$ cat src/hdl/sbfsu_pkg.sv
// shared types and constants for the sbus frame sync and unpack block
`timescale 1ns / 1ps

package sbfsu_pkg;

  localparam int WIN_LEN   = 25;
  localparam int PAY_BYTES = 23;
  localparam int PAY_W     = PAY_BYTES * 8;
  localparam int CHAN_BITS = 11;
  localparam int NUM_CHAN  = 16;
  localparam int CHAN_VEC_W = NUM_CHAN * CHAN_BITS;

  localparam logic [7:0] START_BYTE  = 8'h0F;
  localparam logic [7:0] END_BYTE    = 8'h00;
  localparam logic [7:0] LIMIT_RESET = 8'd50;

  localparam logic [4:0] FLAG_HI_IDX = 5'd16;
  localparam logic [4:0] LAST_IDX    = 5'd17;
  localparam logic [4:0] ANALOG_END  = 5'd16;

  localparam int Q_DEPTH = 4;
  localparam int Q_AW    = $clog2(Q_DEPTH);

  typedef enum logic {
    KIND_FRAME,
    KIND_TIMEOUT
  } kind_t;

  // bytes 1 to 23 of the matched window, byte 1 in the lowest bits
  typedef struct packed {
    kind_t              kind;
    logic [PAY_W-1:0]   payload;
  } q_entry_t;

  typedef struct packed {
    logic full;
    logic empty;
  } q_status_t;

endpackage

$ cat src/hdl/sbfsu_front.sv
// front end: byte window, frame and timeout detection, queue push
`timescale 1ns / 1ps

module sbfsu_front import sbfsu_pkg::*; (
  input  logic       clk,
  input  logic       rst,
  input  logic       cfg_we,
  input  logic [7:0] cfg_wdata,
  input  logic       s_tvalid,
  output logic       s_tready,
  input  logic [7:0] s_tdata,    // rx_byte[7:0]
  input  q_status_t  q_stat,
  output logic       push,
  output q_entry_t   push_entry
);

  logic [7:0] win [WIN_LEN];
  logic [7:0] search_limit;
  logic [7:0] search_count;
  logic [8:0] count_inc;
  logic       accept;
  logic       frame_hit;
  logic       limit_hit;

  assign s_tready  = !q_stat.full;
  assign accept    = s_tvalid && s_tready;
  assign count_inc = {1'b0, search_count} + 9'd1;
  // after the shift, position 0 holds what sits at position 1 now
  assign frame_hit = (win[1] == START_BYTE) && (s_tdata == END_BYTE);
  assign limit_hit = count_inc >= {1'b0, search_limit};
  assign push      = accept && (frame_hit || limit_hit);

  always_comb begin
    push_entry.kind = frame_hit ? KIND_FRAME : KIND_TIMEOUT;
    for (int j = 0; j < PAY_BYTES; j++) begin
      push_entry.payload[8*j +: 8] = win[j+2];
    end
  end

  always_ff @(posedge clk) begin
    if (rst) begin
      search_limit <= LIMIT_RESET;
      search_count <= '0;
      for (int i = 0; i < WIN_LEN; i++) win[i] <= '0;
    end else begin
      if (cfg_we) search_limit <= cfg_wdata;
      if (accept) begin
        if (push) begin
          search_count <= '0;
          for (int i = 0; i < WIN_LEN; i++) win[i] <= '0;
        end else begin
          search_count <= count_inc[7:0];
          for (int i = 0; i < WIN_LEN-1; i++) win[i] <= win[i+1];
          win[WIN_LEN-1] <= s_tdata;
        end
      end
    end
  end

endmodule

$ cat src/hdl/sbfsu_queue.sv
// small queue of matched frames and timeouts between front and back
`timescale 1ns / 1ps

module sbfsu_queue import sbfsu_pkg::*; (
  input  logic      clk,
  input  logic      rst,
  input  logic      push,
  input  q_entry_t  push_entry,
  input  logic      pop,
  output q_entry_t  head,
  output q_status_t q_stat
);

  q_entry_t        mem [Q_DEPTH];
  logic [Q_AW-1:0] wr_ptr;
  logic [Q_AW-1:0] rd_ptr;
  logic [Q_AW:0]   fill;
  logic            do_push;
  logic            do_pop;

  assign q_stat.full  = (fill == Q_DEPTH[Q_AW:0]);
  assign q_stat.empty = (fill == '0);
  assign do_push      = push && !q_stat.full;
  assign do_pop       = pop && !q_stat.empty;
  assign head         = mem[rd_ptr];

  always_ff @(posedge clk) begin
    if (do_push) mem[wr_ptr] <= push_entry;
  end

  always_ff @(posedge clk) begin
    if (rst) begin
      wr_ptr <= '0;
      rd_ptr <= '0;
      fill   <= '0;
    end else begin
      if (do_push) wr_ptr <= wr_ptr + 1'b1;
      if (do_pop)  rd_ptr <= rd_ptr + 1'b1;
      case ({do_push, do_pop})
        2'b10:   fill <= fill + 1'b1;
        2'b01:   fill <= fill - 1'b1;
        default: fill <= fill;
      endcase
    end
  end

endmodule

$ cat src/hdl/sbfsu_back.sv
// back end: walks one queued entry into results, registered output
`timescale 1ns / 1ps

module sbfsu_back import sbfsu_pkg::*; (
  input  logic        clk,
  input  logic        rst,
  input  q_entry_t    head,
  input  q_status_t   q_stat,
  output logic        pop,
  output logic        m_tvalid,
  input  logic        m_tready,
  output logic [15:0] m_tdata,   // channel_index[4:0], channel_value[10:0]
  output logic        m_tuser,   // timeout
  output logic        m_tlast    // last
);

  logic                  busy;
  logic [4:0]            cnt;
  logic                  cur_tmo;
  logic [CHAN_VEC_W-1:0] sr;
  logic [1:0]            flags;
  logic                  advance;
  logic                  finishing;
  logic [4:0]            res_index;
  logic [10:0]           res_value;

  assign advance   = !m_tvalid || m_tready;
  assign finishing = cur_tmo || (cnt == LAST_IDX);
  assign pop       = !q_stat.empty && (!busy || (advance && finishing));

  always_comb begin
    if (cur_tmo) begin
      res_index = '0;
      res_value = '0;
    end else begin
      res_index = cnt;
      if (cnt < ANALOG_END) begin
        res_value = sr[CHAN_BITS-1:0];
      end else if (cnt == FLAG_HI_IDX) begin
        res_value = {10'd0, flags[1]};
      end else begin
        res_value = {10'd0, flags[0]};
      end
    end
  end

  always_ff @(posedge clk) begin
    if (rst) begin
      busy     <= 1'b0;
      cnt      <= '0;
      m_tvalid <= 1'b0;
    end else begin
      if (advance) m_tvalid <= busy;
      if (pop) begin
        busy <= 1'b1;
        cnt  <= '0;
      end else if (advance && busy) begin
        if (finishing) busy <= 1'b0;
        else           cnt  <= cnt + 5'd1;
      end
    end
  end

  always_ff @(posedge clk) begin
    if (advance && busy) begin
      m_tdata <= {res_value, res_index};
      m_tuser <= cur_tmo;
      m_tlast <= finishing;
    end
    if (pop) begin
      cur_tmo <= (head.kind == KIND_TIMEOUT);
      sr      <= head.payload[CHAN_VEC_W-1:0];
      // bit 7 and bit 6 of byte 23
      flags   <= head.payload[PAY_W-1 -: 2];
    end else if (advance && busy) begin
      sr <= sr >> CHAN_BITS;
    end
  end

endmodule

$ cat src/hdl/sbus_frame_sync_unpack.sv
// top level of the sbus frame sync and unpack block
`timescale 1ns / 1ps

// Takes one serial byte per cycle on the slave stream while s_tready is high
// and keeps a 25-byte window. A frame (0x0F oldest, 0x00 newest) yields 18
// results: channels 0 to 15 with their 11-bit values, then the two flags as
// channels 16 and 17, tlast on the last. A search that runs search_limit bytes
// without a frame yields one result with tuser (timeout) and tlast set. Bytes
// are taken as long as the 4-entry event queue between the detector and the
// unpacker has room; s_tready drops only while that queue is full. The unpacker
// sends one result per cycle while m_tready is high; a result passes through the
// event queue and the unpacker's output register. cfg_we writes search_limit
// (reset 50).
module sbus_frame_sync_unpack import sbfsu_pkg::*; (
  input  logic        clk,
  input  logic        rst,
  input  logic        cfg_we,
  input  logic [7:0]  cfg_wdata,
  input  logic        s_tvalid,
  output logic        s_tready,
  input  logic [7:0]  s_tdata,   // rx_byte[7:0]
  output logic        m_tvalid,
  input  logic        m_tready,
  output logic [15:0] m_tdata,   // channel_index[4:0], channel_value[10:0]
  output logic        m_tuser,   // timeout
  output logic        m_tlast    // last
);

  q_status_t q_stat;
  q_entry_t  push_entry;
  q_entry_t  head;
  logic      push;
  logic      pop;

  sbfsu_front u_front (
    .clk        (clk),
    .rst        (rst),
    .cfg_we     (cfg_we),
    .cfg_wdata  (cfg_wdata),
    .s_tvalid   (s_tvalid),
    .s_tready   (s_tready),
    .s_tdata    (s_tdata),
    .q_stat     (q_stat),
    .push       (push),
    .push_entry (push_entry)
  );

  sbfsu_queue u_queue (
    .clk        (clk),
    .rst        (rst),
    .push       (push),
    .push_entry (push_entry),
    .pop        (pop),
    .head       (head),
    .q_stat     (q_stat)
  );

  sbfsu_back u_back (
    .clk      (clk),
    .rst      (rst),
    .head     (head),
    .q_stat   (q_stat),
    .pop      (pop),
    .m_tvalid (m_tvalid),
    .m_tready (m_tready),
    .m_tdata  (m_tdata),
    .m_tuser  (m_tuser),
    .m_tlast  (m_tlast)
  );

endmodule

$ cat config.mk
export PLATFORM = sky130hd
export DESIGN_NAME = sbus_frame_sync_unpack
export DESIGN_NICKNAME = d
export VERILOG_FILES = /design/src/hdl/sbfsu_pkg.sv /design/src/hdl/sbfsu_front.sv /design/src/hdl/sbfsu_queue.sv /design/src/hdl/sbfsu_back.sv /design/src/hdl/sbus_frame_sync_unpack.sv
export SDC_FILE = /design/constraint.sdc
export NUM_CORES = 1
export LEC_CHECK = 0
export BUFFER_PORTS_ARGS = -buffer_cell sky130_fd_sc_hd__clkbuf_2
export CAP_MARGIN = 15
export CORE_MARGIN = 5
export CORE_UTILIZATION = 55
export CTS_CLUSTER_DIAMETER = 100
export CTS_CLUSTER_SIZE = 14
export DETAILED_ROUTE_END_ITERATION = 16
export PLACE_DENSITY = 0.73
export SLEW_MARGIN = 30
export SYNTH_ARGS = -nofsm -noshare
export SYNTH_HDL_FRONTEND = slang
export SYNTH_HIERARCHICAL = 1
export SYNTH_SLANG_ARGS = --single-unit
export TNS_END_PERCENT = 20
$ cat constraint.sdc
create_clock -name clk -period 7.25 [get_ports clk]
set_input_delay 1.0875 -clock clk [delete_from_list [all_inputs] [get_ports clk]]
set_output_delay 1.0875 -clock clk [all_outputs]
set_load 0.01 [all_outputs]
# After elaboration in Yosys (flattened, before gate mapping)
# Memory sizes are Yosys's and may differ from the RTL's. A register that Yosys moved wholly into a read port is not among the register bits.
# Cells that the tools add are included.
# word_totals
register_bits	227
mem_bits_rw	940
input_bits	21
output_inout_bits	20
word_cells	179
mem_count	2
# mem_list
name	words	width	rd	rd_clocked_by_memory_dff	wr	line	text
u_queue.mem	4	185	1	1	1	sbfsu_queue.sv:14	q_entry_t mem [Q_DEPTH];
u_front.win	25	8	24	0	25	sbfsu_front.sv:17	logic [7:0] win [WIN_LEN];
# op_classes
addsub	6
magnitude_cmp	2
n_eq_ne	6
muxes	74
bitwise	51
reduce_logical	24
# op_table
cell	count
$mux W8	51
$mux W176	2
$or A1 B1 Y1	50
$mux W1	17
$mux W11	1
$eq A5 B5 Y1 const B	2
$add A8 B1 Y9 const B	1
$ge A9 B8 Y1	1
$eq A8 B4 Y1 const B	1
$logic_and A1 B1 Y1	8
$logic_not A8 Y1	1
$pmux W3 S2	1
$reduce_bool A2 Y1	3
$add A5 B1 Y5 const B	1
$lt A5 B5 Y1 const B	1
$add A2 B1 Y2 const B	2
$logic_not A1 Y1	4
$logic_or A1 B1 Y1	4
$mux W2	2
$reduce_and A2 Y1	2
$add A3 B1 Y3 const B	1
$eq A3 B3 Y1 const B	1
$logic_not A3 Y1	1
$sub A3 B1 Y3 const B	1
4 further kinds	4

# Longest topological paths before layout
# Gate-level depths: netlist of the first run.
# An unclocked memory read counts as a cell.
# logic_depth
depth_word	11
ltp_mapped	19
mapped_depth_nobuf	17

# Hierarchy
# The synthesis of the first run kept the hierarchy.
# by_module_without_submodules
module	instances	cells_each	area_each_um2	seq_area_each_um2
sbfsu_queue	1	1021	27176.1	22401.5
sbfsu_front	1	640	9136.3	6085.8
sbfsu_back	1	457	8605.8	6055.8

# Worst setup path after synthesis of the first run
# Ideal clock, no wire load.
# synth_path
kind	input to register
start	input port s_tdata[7]
end	memory u_queue/mem[2][0] (netlist name) (enable)
setup_time_ns	0.568
arrival_time_ns	6.697
required_ns	6.682
setup_slack_ns	-0.015
cell_stages	9
n_path_buf	2
cell_sequence	nor4b_1 nand4_1 o211a_1 buf_6 buf_2 a21oi_1 inv_1 nor2_1 and2_1
# synth_via
elab_chain_cells	7
# synth_rtl
element	line	text
start, declared	sbus_frame_sync_unpack.sv:21	input logic [7:0] s_tdata,
$logic_not A8 Y1	sbfsu_front.sv:29	assign frame_hit = (win[1] == START_BYTE) && (s_tdata == END_BYTE);
$logic_and A1 B1 Y1	sbfsu_front.sv:29	
$logic_or A1 B1 Y1	sbfsu_front.sv:31	assign push = accept && (frame_hit || limit_hit);
$logic_and A1 B1 Y1	sbfsu_front.sv:31	
named net push	sbus_frame_sync_unpack.sv:32	logic push;
$logic_and A1 B1 Y1	sbfsu_queue.sv:23	assign do_push = push && !q_stat.full;
$mux W1	sbfsu_queue.sv:28	if (do_push) mem[wr_ptr] <= push_entry;
$mux W1 (implied by the code)	sbfsu_queue.sv:28	
end, declared	sbfsu_queue.sv:14	
# The timed path passes the listed nets, and every way through them passes these cells.

# Worst setup path in the final report of the first run
# layout_path
start	register u_front.search_count[0]
end	memory u_queue/mem[0][54] (netlist name) (enable)
# layout_via
elab_chain_cells	7
# layout_rtl
element	line	text
start, declared	sbfsu_front.sv:19	logic [7:0] search_count;
start signal, assigned	sbfsu_front.sv:52	search_count <= count_inc[7:0];
$add A8 B1 Y9	sbfsu_front.sv:27	assign count_inc = {1'b0, search_count} + 9'd1;
$ge A9 B8 Y1	sbfsu_front.sv:30	assign limit_hit = count_inc >= {1'b0, search_limit};
$logic_or A1 B1 Y1	sbfsu_front.sv:31	
$logic_and A1 B1 Y1	sbfsu_front.sv:31	
named net push	sbus_frame_sync_unpack.sv:32	
$logic_and A1 B1 Y1	sbfsu_queue.sv:23	
$mux W1	sbfsu_queue.sv:28	
$mux W1 (implied by the code)	sbfsu_queue.sv:28	
# The timed path passes the listed nets, and every way through them passes these cells.

==> impl_results.md, run 1 <==
* Share of layout cells above drive strength 1 at 0.201
* Reg2Reg Depth at 12
* Clock Latency Late Sink at 0.64 ns
* Setup Fix Bufs, Post-CTS at 0
* Reg-to-Reg End: u_queue/mem[0][54]$_DFFE_PP_
* Total gr overflow at 0
* Port bufs at 40
* Die height at 293 um
* Yosys warns at 6
* Starting DRT DRC Count at 1407
* Total Routing Usage GR at 0.177
* First-pass GRT wire length at 119000 um
* Hold path startpoint: u_queue/rd_ptr[1]$_SDFFE_PP0P_
* Met2 usage at 0.305
* Antenna violations before repair at 0
* CTS buffer count at 91
* WP data arrival at 4.94 ns
* Max cap viols at 0
* Fin. Hold Viols at 0
* Final Core Density at 0.588
* HP Class: reg2reg
* Starting Density at 0.556
* DR pass1 iterations at 5
* Cells after DPL at 2985
* Crit share post-route at 0.645
* Pins Over Slew Limit at 0
* Syn nets at 2127
* Nets@finish at 2068
* H-Tree Depth at 3
* Diode count at 0
* Critical Path Fanout Max at 51
* Worst setup path class: reg2reg
* Clock buffer depth at 3
* Via density per instance at 5.98
* Startpoint types: flip-flop
* Max rail drop VDD at 0.216 mV
* Drc violations at 0
* Die area at 85900 sq um
* GR Util met3 at 0.0280
* Reg-to-Reg Start: u_front/search_count[0]$_SDFFE_PP0P_
* Minimum clock period at 4.68 ns
* Power Density at 256 nW/um^2
* Estimated wirelength of the detail-placed design at 37900 um
* Root Buffer: clkbuf_16
* Worst Clk Skew at 0.0235 ns
* GR peak layer: met2
* Post-DRT Antenna Nets at 0
* # hold bufs at CTS at 0
* Max_slew headroom at 0.309
* CTS tree: yes
* Cell area after layout at 46600 sq um
* Pleak at 0.0155 uW
* Post-Syn Area at 44100 sq um
* Placed cell area at 44100 sq um
* Worst-path clk slew at 0.07 ns
* Critical path required time at 7.51 ns
* Final wirelength at 75900 um
* Worst Hold Depth at 2
* Vias in the first global route at 19900
* Routing usage on met1 at 0.245
* RSZ-0062 raised after global routing: false
* Total number of vias at 18600
* Core Area at 79300 sq um
* Mapped Cells at 2088
* Largest net degree at the start of global routing at 96
* Routability-driven placement congestion ratio at 0.743
* CTS sink count at 1137
* Final setup fails at 0
* Cell Count, Final, Fillers Out at 3103
* Slew @ Worst Pin at 1.04 ns
* Avg WL per Cell at 24.5 um
* Status: complete, no violations
* CP endpoint kind: flip-flop
* Die Wd at 293 um
* Number of I/O pins at 41
* Cts repair resizes at 0
* R2R Setup Slk at 2.57 ns
* Setup_tns at 0 ns
* Avg Inst Size Synth at 21.1 sq um
* FP Rows at 103
* Highest clock rate at 214 MHz
* Synth-to-Final Area Change at 5.82%
==> stage by stage <==
step | hold WS (ns) | worst slack, ns | power, uW
after global routing | 0.522 | 2.30 | 12300
after global placement | 0.461 | 2.52 | 7680
final | 0.484 | 2.57 | 11900
after floorplan | 0.459 | 0.127 | 7670
after detailed placement | 0.473 | 2.40 | 7690
after CTS | 0.486 | 2.61 | 12000
==> critical path: stages, from the launching register on <==
cell and delay, ns:
dfxtp_1 0.47, ha_1 0.35, nand2_1 0.14, xnor2_1 0.18
ha_1 0.33, and3_1 0.22, nand3_1 0.13, o211a_4 0.43
a21oi_1 0.22, inv_1 0.09, nor2_1 0.37, and2_4 0.75
buf_4 0.58
==> routing by layer <==
layer	vias to the layer above	part of all wire
li1	8109	-
met1	9884	0.42
met2	477	0.52
met3	94	0.046
met4	0	0.014
met5	-	0
==> flip-flops by register name, summed over array words and instances, names as in the netlist, named ones only <==
name and count:
u_front/search_count 8, u_queue/fill 3, u_back/cur_tmo 1, u_queue/wr_ptr 2
u_front/win 192, u_back/sr 176, u_back/m_tvalid 1, u_back/m_tdata 16
u_front/search_limit 8, u_queue/rd_ptr 2, u_queue/mem 716, u_back/busy 1
u_back/cnt 5, u_back/m_tuser 1, u_back/flags 2, u_back/m_tlast 1
==> how the worst max path moves through the flow <==
stage / endpoint / from / cells past startpoint
2_1_floorplan: u_queue/mem[1][0]$_DFFE_PP_ / s_tdata[7] / 9
3_3_place_gp: u_queue/mem[0][65]$_DFFE_PP_ / s_tdata[0] / 9
3_5_place_dp: u_queue/mem[0][57]$_DFFE_PP_ / s_tdata[0] / 9
4_1_cts: u_queue/mem[0][68]$_DFFE_PP_ / u_front/search_count[0]$_SDFFE_PP0P_ / 12
5_1_grt: u_queue/mem[0][57]$_DFFE_PP_ / u_front/search_count[0]$_SDFFE_PP0P_ / 12
6_report: u_queue/mem[0][54]$_DFFE_PP_ / u_front/search_count[0]$_SDFFE_PP0P_ / 12
==> cell usage in the layout (no fill, tap or decap), drive strengths merged, types with 6 or more instances in the layout <==
cell and n:
ha 17, edfxtp 1105, mux2 165, clkbuf 150
mux4 179, xor2 6, and2 29, nand2 11
nor3 6, and3 194, a32o 6, nor2 19
inv 26, buf 30, mux2i 7, xnor2 6
dfxtp 32, a21oi 8
==> final cells by class <==
cell class                 instances  area (sq um)
inverter                          21          86.3
multi-input combinational        708          8370
sequential                      1137         33800
tap                             1050          1310
timing repair buffer              70           586
clock inverter                     7          76.3
clock buffer                     110          2370
fill                            5429         32600
==> where the power goes <==
group	switching (uW)	internal, uW
sequential	90.4	7310
clock	2080	2290
combinational	104	50.7
total	2270	9640
No activity file was read; power rests on OpenSTA's default activity.
==> run 2, diff against run 1 <==
ABC_AREA = 1   (was not set)
clock period = 4.3 ns   (was 7.25 ns; I/O delays follow)
==> impl_results.md, run 2 <==
* # hold bufs at CTS at 0
* Sw Share at 0.197
* Setup Fix Bufs, Post-CTS at 0
* Most flop-heavy register: u_queue/mem
* Diode count at 0
* Pins Over Slew Limit at 0
* Post-Syn Area at 45000 sq um
* First-pass GRT wire length at 144000 um
* Worst setup path class: reg2reg
* Core Area at 81600 sq um
* Seq pwr share at 0.616
* DR pass1 iterations at 5
* Top flop regs: u_queue/mem (716), u_front/win (192), u_back/sr (176)
* Pleak at 0.0170 uW
* P_int at 16300 uW
* Starting Density at 0.552
* Worst Clk Skew at 0.0230 ns
* Max_slew headroom at 0.252
* Vias in the first global route at 25500
* Worst setup path endpoint: u_queue/mem[2][32]$_DFFE_PP_
* Leading cell type in the layout, fill and taps excluded: edfxtp_1
* Reg-to-Reg End: u_queue/mem[2][32]$_DFFE_PP_
* Die area at 87700 sq um
* Clock buffer depth at 3
* Fin. Hold Viols at 0
* Post-DRT Antenna Nets at 0
* Nets@finish at 3437
* CP endpoint kind: flip-flop
* Setup_tns at 0 ns
* Final setup margin at 0.632 ns
* Drc violations at 0
* Clock power share at 0.366
* Syn nets at 3565
* WP data arrival at 3.99 ns
* Total gr overflow at 0
* Synth-to-Final Area Change at 6.36%
* Final wirelength at 91800 um
* Reg-to-Reg Start: u_front/search_count[0]$_SDFFE_PP0P_
* Number of I/O pins at 41
* DP Worst Slack at 0.666 ns
* FP Rows at 105
* Clock Latency Late Sink at 0.65 ns
* Highest clock rate at 273 MHz
* Psw at 4000 uW
* Die height at 296 um
* RSZ-0062 raised after global routing: false
* Routability-driven placement congestion ratio at 0.813
* Fill count at 6130
* Root Buffer: clkbuf_16
* CTS tree: yes
* Power Density at 424 nW/um^2
* Max rail drop VDD at 0.290 mV
* CTS buffer count at 91
* Share of layout cells above drive strength 1 at 0.0611
* Antenna violations before repair at 0
* Critical Path Fanout Max at 35
* Avg Inst Size Synth at 12.8 sq um
* Final setup fails at 0
* Status: complete, no violations
* Final Core Density at 0.587
* Most frequent cells in the layout: edfxtp_1, nor2_1, nand2_1
* Combinational power share at 0.018
* Via density per instance at 5.72
* Critical path required time at 4.62 ns
* Startpoint types: flip-flop
* Total Routing Usage GR at 0.209
* Largest net degree at the start of global routing at 206
* Yosys warns at 6
* Worst-path clk slew at 0.06 ns
* Port bufs at 40
* Setup crit start: u_front/search_count[0]$_SDFFE_PP0P_
* Total number of vias at 25700
* Mapped Cells at 3526
* H-Tree Depth at 3
* Avg WL per Cell at 20.5 um
* Cts repair resizes at 0
* Crit share post-route at 0.853
* Starting DRT DRC Count at 2771
* R2R Setup Slk at 0.63 ns
* Max reg flops at 716
* Die Wd at 296 um
* CTS sink count at 1137
* Reg2Reg Depth at 16
* Estimated wirelength of the detail-placed design at 47700 um
* Cells after DPL at 4375
* HP Class: in2reg
* Minimum clock period at 3.67 ns
* Max cap viols at 0
* Slew @ Worst Pin at 1.12 ns
* Cell Count, Final, Fillers Out at 4489
[run 2: per-layer routing]
layer	vias to the layer above	global-route usage	routed length [um]
met5	-	0	0
met4	0	0.0664	2630
met3	165	0.0309	6030
met2	927	0.349	45100
met1	12700	0.289	38100
li1	11900	-	-
[run 2: metrics by stage]
step,hold WS (ns),total power [uW],instance area [sq um]
4_1_cts,0.189,20400,47900
6_report,0.226,20300,47900
2_1_floorplan,0.440,13000,45000
3_3_place_gp,0.456,13100,45400
3_5_place_dp,0.464,13100,45400
5_1_grt,0.208,20900,47900
[run 2: worst min-delay path by stage]
stage                                    startpoint                                    to  slack (ns)  cells after the start
6_report                               cfg_wdata[4]  u_front/search_limit[4]$_SDFFE_PP1P_        0.23                      3
5_1_grt                                cfg_wdata[4]  u_front/search_limit[4]$_SDFFE_PP1P_        0.21                      3
4_1_cts                                cfg_wdata[4]  u_front/search_limit[4]$_SDFFE_PP1P_        0.19                      3
3_5_place_dp   u_front/search_limit[2]$_SDFFE_PP0P_  u_front/search_limit[2]$_SDFFE_PP0P_        0.46                      2
3_3_place_gp   u_front/search_limit[3]$_SDFFE_PP0P_  u_front/search_limit[3]$_SDFFE_PP0P_        0.46                      2
2_1_floorplan  u_front/search_limit[2]$_SDFFE_PP0P_  u_front/search_limit[2]$_SDFFE_PP0P_        0.44                      2
[run 2: layout make-up]
cell class                      count  area [sq um]  share of cell area
Sequential cell                  1137         33800               0.707
Clock buffer                      108          2380              0.0498
Inverter                          275          1060              0.0222
Multi-Input combinational cell   1804          8300               0.173
Timing Repair Buffer               89           881              0.0184
Tap cell                         1070          1340              0.0280
Clock inverter                      6          75.1             0.00157
[run 2: worst max-delay path, cell delays in order (launching register included)]
cell     delay, ns
dfxtp_1       0.37
ha_1          0.20
nand2_1       0.09
nor2_1        0.17
xor2_1        0.11
ha_1          0.30
nand2_1       0.05
inv_1         0.06
nand3_1       0.07
nand3_1       0.08
nand2_1       0.05
nand2_1       0.06
nand2_1       0.14
a21oi_1       0.25
nand2_1       0.34
nor2_4        0.65
buf_12        0.31
[run 2: power by group through the flow]
stage,Combinational (uW),Clock (uW),Sequential (uW)
after floorplan,347,0,12700
after global placement,350,0,12700
after detailed placement,357,0,12700
after CTS,361,7580,12500
after global routing,401,8020,12500
final,357,7440,12500
